<file path="src/hw/rtl/mpct_pkg.sv">
// Package for the mouse packet cursor tracker.
// Holds shared widths, header bit positions, reset constants, the framing phase type,
// the framing state type and the register index codes. No dependencies.
package mpct_pkg;

    // Field and register widths.
    localparam int BYTE_WIDTH     = 8;
    localparam int LIMIT_WIDTH    = 12;
    localparam int OUT_WIDTH      = 12;
    localparam int POS_WIDTH_DEF  = 12;

    // Header bit positions.
    localparam int HDR_SYNC_BIT   = 3;
    localparam int HDR_XSIGN_BIT  = 4;
    localparam int HDR_YSIGN_BIT  = 5;

    // Reset values.
    localparam logic [LIMIT_WIDTH-1:0] X_LIMIT_RESET = 12'd79;
    localparam logic [LIMIT_WIDTH-1:0] Y_LIMIT_RESET = 12'd24;
    localparam int CURSOR_X_RESET = 40;
    localparam int CURSOR_Y_RESET = 12;

    // Packet framing phase.
    typedef enum logic [1:0] {
        PH_HEADER = 2'd0,
        PH_XBYTE  = 2'd1,
        PH_YBYTE  = 2'd2
    } phase_t;

    // Configuration register indexes.
    typedef enum logic {
        REG_X_LIMIT = 1'b0,
        REG_Y_LIMIT = 1'b1
    } cfg_reg_t;

    // Packet framing state passed between the top level and the update logic.
    typedef struct packed {
        phase_t                phase;
        logic [BYTE_WIDTH-1:0] header;
        logic [BYTE_WIDTH-1:0] x_delta;
    } frame_t;

endpackage

</file>
<file path="src/hw/rtl/mouse_packet_cursor_tracker.sv">
// Mouse packet cursor tracker: frames three-byte mouse packets and updates a clamped cursor.
// Throughput: one byte per cycle while no result is stuck; a byte is registered, then processed from that register.
// A result is valid once the last packet byte has passed the input register and the output register.
// The output register stalls the input register only when a result is pending and not taken.
// Reset: phase awaits a header, cursor at column 40 row 12, limits 79 and 24.
// Depends on mpct_pkg and mpct_update.
module mouse_packet_cursor_tracker import mpct_pkg::*; #(
    parameter int POS_WIDTH = POS_WIDTH_DEF
) (
    input  logic                   clk,
    input  logic                   rst_n,
    input  logic                   in_valid,
    output logic                   in_ready,
    input  logic                   aux_flag,
    input  logic [BYTE_WIDTH-1:0]  data_byte,
    output logic                   out_valid,
    input  logic                   out_ready,
    output logic [OUT_WIDTH-1:0]   pos_x,
    output logic [OUT_WIDTH-1:0]   pos_y,
    input  logic                   cfg_valid,
    output logic                   cfg_ready,
    input  cfg_reg_t               cfg_index,
    input  logic [LIMIT_WIDTH-1:0] cfg_data
);

    localparam int CW = ((POS_WIDTH > LIMIT_WIDTH) ? POS_WIDTH : LIMIT_WIDTH) + 2;

    logic                   in_valid_reg;
    logic [BYTE_WIDTH-1:0]  in_byte_reg;
    frame_t                 frame_reg;
    frame_t                 frame_next;
    logic [POS_WIDTH-1:0]   cursor_x_reg;
    logic [POS_WIDTH-1:0]   cursor_y_reg;
    logic [POS_WIDTH-1:0]   cursor_x_next;
    logic [POS_WIDTH-1:0]   cursor_y_next;
    logic [LIMIT_WIDTH-1:0] x_limit_reg;
    logic [LIMIT_WIDTH-1:0] y_limit_reg;
    logic                   out_valid_reg;
    logic [OUT_WIDTH-1:0]   out_x_reg;
    logic [OUT_WIDTH-1:0]   out_y_reg;
    logic [OUT_WIDTH-1:0]   out_x_next;
    logic [OUT_WIDTH-1:0]   out_y_next;
    logic [CW-1:0]          x_wide;
    logic [CW-1:0]          y_wide;
    logic                   emit;
    logic                   process;

    // Per-byte framing and cursor arithmetic.
    mpct_update #(
        .POS_WIDTH (POS_WIDTH)
    ) u_update (
        .frame_cur (frame_reg),
        .data_byte (in_byte_reg),
        .cursor_x  (cursor_x_reg),
        .cursor_y  (cursor_y_reg),
        .x_limit   (x_limit_reg),
        .y_limit   (y_limit_reg),
        .frame_nxt (frame_next),
        .emit      (emit),
        .new_x     (cursor_x_next),
        .new_y     (cursor_y_next)
    );

    // A registered byte is processed unless it completes a packet while a result is stuck.
    assign process  = in_valid_reg && (!emit || !out_valid_reg || out_ready);
    assign in_ready = !in_valid_reg || process;
    assign cfg_ready = 1'b1;

    // Resize the new cursor to the output field width.
    assign x_wide     = {{(CW-POS_WIDTH){1'b0}}, cursor_x_next};
    assign y_wide     = {{(CW-POS_WIDTH){1'b0}}, cursor_y_next};
    assign out_x_next = x_wide[OUT_WIDTH-1:0];
    assign out_y_next = y_wide[OUT_WIDTH-1:0];

    // Input register; bytes not from the mouse channel are dropped at the port.
    always_ff @(posedge clk or negedge rst_n)
    begin
        if (!rst_n)
        begin
            in_valid_reg <= 1'b0;
        end
        else if (in_ready)
        begin
            in_valid_reg <= in_valid && aux_flag;
        end
    end

    always_ff @(posedge clk)
    begin
        if (in_valid && in_ready)
        begin
            in_byte_reg <= data_byte;
        end
    end

    // Framing and cursor state.
    always_ff @(posedge clk or negedge rst_n)
    begin
        if (!rst_n)
        begin
            frame_reg.phase   <= PH_HEADER;
            frame_reg.header  <= '0;
            frame_reg.x_delta <= '0;
            cursor_x_reg      <= POS_WIDTH'(CURSOR_X_RESET);
            cursor_y_reg      <= POS_WIDTH'(CURSOR_Y_RESET);
        end
        else if (process)
        begin
            frame_reg <= frame_next;
            if (emit)
            begin
                cursor_x_reg <= cursor_x_next;
                cursor_y_reg <= cursor_y_next;
            end
        end
    end

    // Configuration registers.
    always_ff @(posedge clk or negedge rst_n)
    begin
        if (!rst_n)
        begin
            x_limit_reg <= X_LIMIT_RESET;
            y_limit_reg <= Y_LIMIT_RESET;
        end
        else if (cfg_valid && cfg_ready)
        begin
            unique case (cfg_index)
                REG_X_LIMIT: x_limit_reg <= cfg_data;
                REG_Y_LIMIT: y_limit_reg <= cfg_data;
                default:     ;
            endcase
        end
    end

    // Output register.
    always_ff @(posedge clk or negedge rst_n)
    begin
        if (!rst_n)
        begin
            out_valid_reg <= 1'b0;
        end
        else if (process && emit)
        begin
            out_valid_reg <= 1'b1;
        end
        else if (out_ready)
        begin
            out_valid_reg <= 1'b0;
        end
    end

    always_ff @(posedge clk)
    begin
        if (process && emit)
        begin
            out_x_reg <= out_x_next;
            out_y_reg <= out_y_next;
        end
    end

    assign out_valid = out_valid_reg;
    assign pos_x     = out_x_reg;
    assign pos_y     = out_y_reg;

endmodule

</file>
<file path="src/hw/rtl/mpct_update.sv">
// Combinational packet framing and cursor update for one mouse byte.
// Depends on mpct_pkg for the frame type, header bit positions and widths.
module mpct_update import mpct_pkg::*; #(
    parameter int POS_WIDTH = POS_WIDTH_DEF
) (
    input  frame_t                 frame_cur,
    input  logic [BYTE_WIDTH-1:0]  data_byte,
    input  logic [POS_WIDTH-1:0]   cursor_x,
    input  logic [POS_WIDTH-1:0]   cursor_y,
    input  logic [LIMIT_WIDTH-1:0] x_limit,
    input  logic [LIMIT_WIDTH-1:0] y_limit,
    output frame_t                 frame_nxt,
    output logic                   emit,
    output logic [POS_WIDTH-1:0]   new_x,
    output logic [POS_WIDTH-1:0]   new_y
);

    // Working width: holds the cursor plus a 9-bit delta, and any limit.
    localparam int CW = ((POS_WIDTH > LIMIT_WIDTH) ? POS_WIDTH : LIMIT_WIDTH) + 2;

    // Clamp a signed sum to 0..limit, with the limit saturated to the cursor range.
    function automatic logic [POS_WIDTH-1:0] clamp_pos(
        input logic signed [CW-1:0]   v,
        input logic [LIMIT_WIDTH-1:0] limit
    );
        logic signed [CW-1:0] lim_ext;
        logic signed [CW-1:0] mask_ext;
        logic signed [CW-1:0] lim_sat;
        logic signed [CW-1:0] res;
        lim_ext  = $signed({{(CW-LIMIT_WIDTH){1'b0}}, limit});
        mask_ext = $signed({{(CW-POS_WIDTH){1'b0}}, {POS_WIDTH{1'b1}}});
        lim_sat  = (lim_ext > mask_ext) ? mask_ext : lim_ext;
        if (v < 0)
        begin
            res = '0;
        end
        else if (v > lim_sat)
        begin
            res = lim_sat;
        end
        else
        begin
            res = v;
        end
        return res[POS_WIDTH-1:0];
    endfunction

    logic signed [CW-1:0] dx;
    logic signed [CW-1:0] dy;
    logic signed [CW-1:0] cx;
    logic signed [CW-1:0] cy;
    logic signed [CW-1:0] nx;
    logic signed [CW-1:0] ny;

    // Sign-extend the deltas with the header sign bits as the ninth bit.
    assign dx = $signed({{(CW-BYTE_WIDTH){frame_cur.header[HDR_XSIGN_BIT]}},
                         frame_cur.x_delta});
    assign dy = $signed({{(CW-BYTE_WIDTH){frame_cur.header[HDR_YSIGN_BIT]}},
                         data_byte});
    assign cx = $signed({{(CW-POS_WIDTH){1'b0}}, cursor_x});
    assign cy = $signed({{(CW-POS_WIDTH){1'b0}}, cursor_y});

    // X moves with dx; screen Y runs opposite to mouse Y.
    assign nx    = cx + dx;
    assign ny    = cy - dy;
    assign new_x = clamp_pos(nx, x_limit);
    assign new_y = clamp_pos(ny, y_limit);

    // Framing: header, X delta, Y delta. A header without the sync bit is dropped.
    always_comb
    begin
        frame_nxt = frame_cur;
        emit      = 1'b0;
        unique case (frame_cur.phase)
            PH_XBYTE:
            begin
                frame_nxt.x_delta = data_byte;
                frame_nxt.phase   = PH_YBYTE;
            end
            PH_YBYTE:
            begin
                frame_nxt.phase = PH_HEADER;
                emit            = 1'b1;
            end
            default:
            begin
                if (data_byte[HDR_SYNC_BIT])
                begin
                    frame_nxt.header = data_byte;
                    frame_nxt.phase  = PH_XBYTE;
                end
                else
                begin
                    frame_nxt.phase = PH_HEADER;
                end
            end
        endcase
    end

endmodule

</file>
<file path="config.mk">
export PLATFORM = sky130hd
export DESIGN_NAME = mouse_packet_cursor_tracker
export DESIGN_NICKNAME = d
export VERILOG_FILES = /design/src/hw/rtl/mpct_pkg.sv /design/src/hw/rtl/mouse_packet_cursor_tracker.sv /design/src/hw/rtl/mpct_update.sv
export SDC_FILE = /design/constraint.sdc
export NUM_CORES = 1
export LEC_CHECK = 0
export BUFFER_PORTS_ARGS = -buffer_cell sky130_fd_sc_hd__buf_2
export CAP_MARGIN = 15
export CORE_MARGIN = 3
export CORE_UTILIZATION = 45
export DETAILED_ROUTE_END_ITERATION = 12
export GPL_TIMING_DRIVEN = 0
export MAX_ROUTING_LAYER = met4
export SKIP_LAST_GASP = 1
export SLEW_MARGIN = 20
export SYNTH_ARGS = -nofsm -noshare
export SYNTH_HDL_FRONTEND = slang
export SYNTH_SLANG_ARGS = --single-unit
</file>
<file path="constraint.sdc">
create_clock -name clk -period 4.96 [get_ports clk]
set_clock_uncertainty 0.1 [all_clocks]
set_input_delay 0.496 -clock clk [delete_from_list [all_inputs] [get_ports clk]]
set_output_delay 0.496 -clock clk [all_outputs]
set_load 0.02 [all_outputs]
</file>
Word level (Yosys, flattened, before mapping)
Index checks and enable logic that the tools add are counted.

Bitwise logic cells: 2. Eq/ne operators: 2. Order comparisons: 4. Multiplexer cells: 9. $add $sub $neg: 2. Reductions and logical operators: 17.

Operator list (number): $mux 12 (4); $gt 14x13->1 (2); $lt 14x1->1 const B (2); $add 13x9->14 (1); $sub 13x9->14 (1); $reduce_and 2->1 (4); $logic_and 1x1->1 (4); $mux 1 (4); $pmux 2 s2 (1); $logic_not 1->1 (3); $logic_or 1x1->1 (3); $reduce_and 3->1 (1); $eq 2x1->1 const B (1); $eq 2x2->1 const B (1); $not 1->1 (2); $reduce_bool 2->1 (1); $reduce_or 2->1 (1).

Output and inout bits: 27. Bits of input ports: 27. Register bits: 98. Word-level logic and storage cells: 48.

Logic depth before layout (Yosys ltp)
Depth after elaboration: 8. Mapped depth: 19. Depth with buffers taken out: 18.

Cells and area by module
A second synthesis with hierarchy kept.

Cell total of the unflattened synthesis: 499. Area, all modules: 5948.2 um2.

Modules (own cells, without submodules): mouse_packet_cursor_tracker (times used 1, sequential area each 2676.3 um2, area an instance 3663.5 um2, cells an instance 186); mpct_update (times used 1, sequential area each 0.0 um2, area an instance 2284.7 um2, cells an instance 313).

Least setup slack after synthesis
Ideal clock, no wire load.

Path kind: register to register. Start point: register cursor_y_reg[0]. End point: register out_y_reg[11] (netlist: pos_y[11]), data pin. Cell stages (with the launch flop): 20. Clock period less this slack: 3.995 ns. Data arrival time: 3.629 ns. Data required time: 4.594 ns. Setup time: 0.266 ns. Path slack: 0.965 ns. Buffers on the path: 1. Cells stage by stage: dfrtp_1 inv_1 ha_1 inv_1 fa_1 a21oi_1 o211ai_1 o41a_1 a31oi_1 xnor2_1 ha_1 nand4_1 nor4_1 o41ai_1 a21oi_1 nor3b_1 mux2_4 buf_6 mux2i_1 nor2_1.

Word-level cells in the longest chain between the ends: 4. Elaborated cells between the ends (all ways): 5. Classes of those cells: 1 x add/sub; 2 x order compare; 2 x mux.

Ends and longest elaborated chain: start: declaration (RTL line mouse_packet_cursor_tracker.sv:33) `logic [POS_WIDTH-1:0] cursor_y_reg;`; start signal: assignment (RTL line mouse_packet_cursor_tracker.sv:105) `cursor_y_reg <= POS_WIDTH'(CURSOR_Y_RESET);`; start signal: assignment (RTL line mouse_packet_cursor_tracker.sv:113) `cursor_y_reg <= cursor_y_next;`; $sub 13x9->14 (*) (RTL line mpct_update.sv:65) `assign ny = cy - dy;`; $gt 14x13->1 (RTL line mpct_update.sv:37) `else if (v > lim_sat)`; $mux 12 (RTL line mpct_update.sv:37); $mux 12 (*) (RTL line mpct_update.sv:33) `if (v < 0)`; named net cursor_y_next[11] (RTL line mouse_packet_cursor_tracker.sv:35) `logic [POS_WIDTH-1:0] cursor_y_next;`; end signal: assignment (RTL line mouse_packet_cursor_tracker.sv:158) `out_y_reg <= out_y_next;`; end: declaration (RTL line mouse_packet_cursor_tracker.sv:40) `logic [OUT_WIDTH-1:0] out_y_reg;`.

Mark *: on every way through the listed nets, which the timed path passes. The rest lies on a longest branch. A chain may end at the register's enable or synchronous reset.

Final worst setup path
Start point: register cursor_y_reg[0]. End point: register out_y_reg[10] (netlist: pos_y[10]), data pin.

The elaborated chain is that of the path after synthesis.

==> impl_results.md <==
- Detail Route Antenna Nets: 0
- Synthesized flop and latch total: 94
- Syn Nets: 608
- Worst setup EP type: flip-flop
- CP bufs+invs: 3
- P_leak: 0.00293 uW
- Cts hold-fix bufs: 1
- Critical path peak fanout: 10
- Post-route cell area: 6390 um2
- Yosys top cell area share: 0.230
- Die area: 13700 um2
- Drt total wl: 12.7 mm
- YS warnings: 0
- Initial antenna violation count: 0
- RSZ-0062 raised after global routing: false
- # Max-Cap Violations: 0
- DR iter-0 viols: 291
- Gr usage total: 0.208
- TritonCTS Sinks: 94
- Synth Instances: 527
- Row count: 39
- Overflow left after global routing: 0
- Met1 Use GR: 0.248
- Minimum clock period after layout: 4.67 ns
- Main flop type after synthesis: dfrtp_1
- Worst-Margin Slew: 0.697 ns
- Dpl hpwl: 9.78 mm
- GR peak layer: met2
- Met3 usage in global routing: 0.0339
- Avg WL per Cell: 16.6 um
- CTS tree: built
- Worst Setup Start Kind: flip-flop
- Fillcell total: 1046
- Final net count: 674
- Met2 usage: 0.345
- Post-synth EDFFs: 32
- Root Buffer: clkbuf_16
- Die X: 117 um
- Critical path class: reg -> reg
- Post-synth cell types: 65
- Status: completed
- Die height: 117 um
- Synth-to-layout area growth: 15.0%
- Largest stage delay on the critical path: 0.40 ns
- Max-slew violations: 0
- Max Fclk: 214 MHz
- # diodes: 0
- Sum Neg Setup Slack: 0 ns
- Global-route wire length before repair: 20.9 mm
- Post-Syn Area: 5550 um2
- Number of hold violations in the final report: 0
- Total Power: 4960 uW
- Power per cell area: 776 nW/um2
- Clock slew seen by the registers of the worst setup and hold paths: 0.06 ns
- Post-CTS Resized: 0
- Port bufs: 52
- Worst-Skew Late Latency: 0.36 ns
- Residual DRC: 0
- CTS Buffer Depth: 2
- R2r setup slk: 0.29 ns
- Layout cells sized above 1: 0.206
- Initial Utilization: 0.472
- H-Tree Depth: 3
- Crit-path slowest cell: fa_1
- Via density: 5.34
- Synth area leaders: dfrtp_1 23%, edfxtp_1 17%, ha_1 12%, dfstp_2 5.2%, mux2_2 4.5%
- Via count: 4066
- Slew HR: 0.536
- Setup Buffers After CTS: 0
- # setup viols final: 0
- Placed cell area: 6080 um2
- Core area: 11800 um2
- Final Cycle Share: 0.941
- DRT Pass-1 Iters: 4
- WP data arrival: 4.65 ns
- Largest net degree at the start of global routing: 53
- CP Cell Sequence: inv_1, ha_1, inv_1, fa_1, a21oi_1, o211ai_1, o41a_1, a31oi_1, xnor2_1, ha_1, nand4_1, nor4_1, o41ai_1, a21oi_1, nor3b_1, mux2_4, buf_6, mux2i_1, nor2_1
- Hold WC Path Type: in -> reg
- Avg Cell Area, Syn: 10.5 um2
- IO Pins: 54
- Cell taking the most area after synthesis: dfrtp_1
- Max IR drop VDD: 0.406 mV
- GPL Wtd Cong: 0.842
- Asr flop ratio synth: 0.660
- Vias in the first global route: 4227
- TritonCTS buffer count: 9
- Crit path max-delay family: compound AO/OA/AOI/OAI gates
- Hold_ws: 0.217 ns
- CP Data Required Time: 4.94 ns
- Sequential element share of the synthesized area: 0.455
[cell families after synthesis]
| group | count (synthesis) | synth area share |
|---|---|---|
| AOI/OAI and AO/OA | 131 | 0.165 |
| xor gates and xnor gates | 17 | 0.0268 |
| adders and majority gates | 54 | 0.124 |
| buffers and inverters | 63 | 0.0462 |
| DFF | 94 | 0.455 |
| muxes | 33 | 0.0653 |
| other | 1 | 0.000675 |
| and+or+nand+nor | 134 | 0.117 |
[report_power, final]
part           internal (uW)  leakage, uW  switching, uW  total, uW
clock                    388     0.000152            315        704
sequential              1100      0.00106            123       1230
combinational           1340      0.00173           1690       3030
[per-layer routing]
metal / up-vias / wire length [um]
met3: 27 / 338
li1: 2033 / -
met2: 74 / 6200
met4: 0 / 456
met5: - / 0
met1: 1932 / 5660
[placed cells by master (no fill, tap or decap), types with 11 or more instances in the layout]
master	Yosys	layout
buf_2	1	52
ha_1	52	52
dfrtp_1	51	51
inv_1	47	47
nand2_1	45	45
edfxtp_1	32	32
o21ai_0	31	31
nor2_1	30	30
a21oi_1	22	22
mux2_2	22	22
xnor2_1	13	13
o21ai_1	13	13
dfstp_2	11	11
[final cells by class]
type / instances / area, um2 / share of cell area
Inverter: 49 / 184 / 0.0288
Multi-Input combinational cell: 370 / 2770 / 0.434
Clock inverter: 5 / 37.5 / 0.00587
Clock buffer: 11 / 264 / 0.0413
Buffer: 14 / 73.8 / 0.0116
Timing Repair Buffer: 55 / 328 / 0.0513
Sequential cell: 94 / 2530 / 0.395
Tap cell: 164 / 205 / 0.0321
[worst paths after layout]
check                                      from               to  cells after the start
min in group asynchronous                 rst_n  cursor_x_reg[2]                      2
worst max-delay path            cursor_y_reg[0]        pos_y[10]                     19
worst min register to register  cursor_y_reg[3]  cursor_y_reg[3]                      2
worst max register to register  cursor_y_reg[0]        pos_y[10]                     19
max in group asynchronous                 rst_n  cursor_y_reg[2]                      3
worst min-delay path               data_byte[7]   in_byte_reg[7]                      1
[synth_stat cells (3+ instances only)]
| cell type | instances |
|---|---|
| inv_1 | 47 |
| nand4_1 | 5 |
| a211oi_1 | 5 |
| dfrtp_1 | 51 |
| edfxtp_1 | 32 |
| nand3_1 | 8 |
| nor4_1 | 3 |
| a21o_1 | 10 |
| o21ai_0 | 31 |
| nor3_1 | 9 |
| and2_1 | 3 |
| xor2_1 | 4 |
| a22o_1 | 10 |
| o211ai_1 | 4 |
| and2_4 | 3 |
| dfstp_2 | 11 |
| nor2_1 | 30 |
| o21ai_1 | 13 |
| mux2i_1 | 10 |
| nor2b_1 | 8 |
| o21a_1 | 4 |
| a221o_1 | 6 |
| a31oi_1 | 3 |
| a21oi_1 | 22 |
| nand2b_1 | 5 |
| ha_1 | 52 |
| mux2_2 | 22 |
| clkbuf_1 | 8 |
| nand2_1 | 45 |
| and3_1 | 5 |
| xnor2_1 | 13 |
[stage by stage]
stage          std cells   util  setup slack (ns)
2_1_floorplan        527      -             0.965
3_3_place_gp         743  0.512             0.364
5_1_grt              762  0.543            0.0288
6_report             762  0.543             0.291
3_5_place_dp         745  0.517             0.319
4_1_cts              762  0.543             0.309
Power figures use the tool's default switching activity.
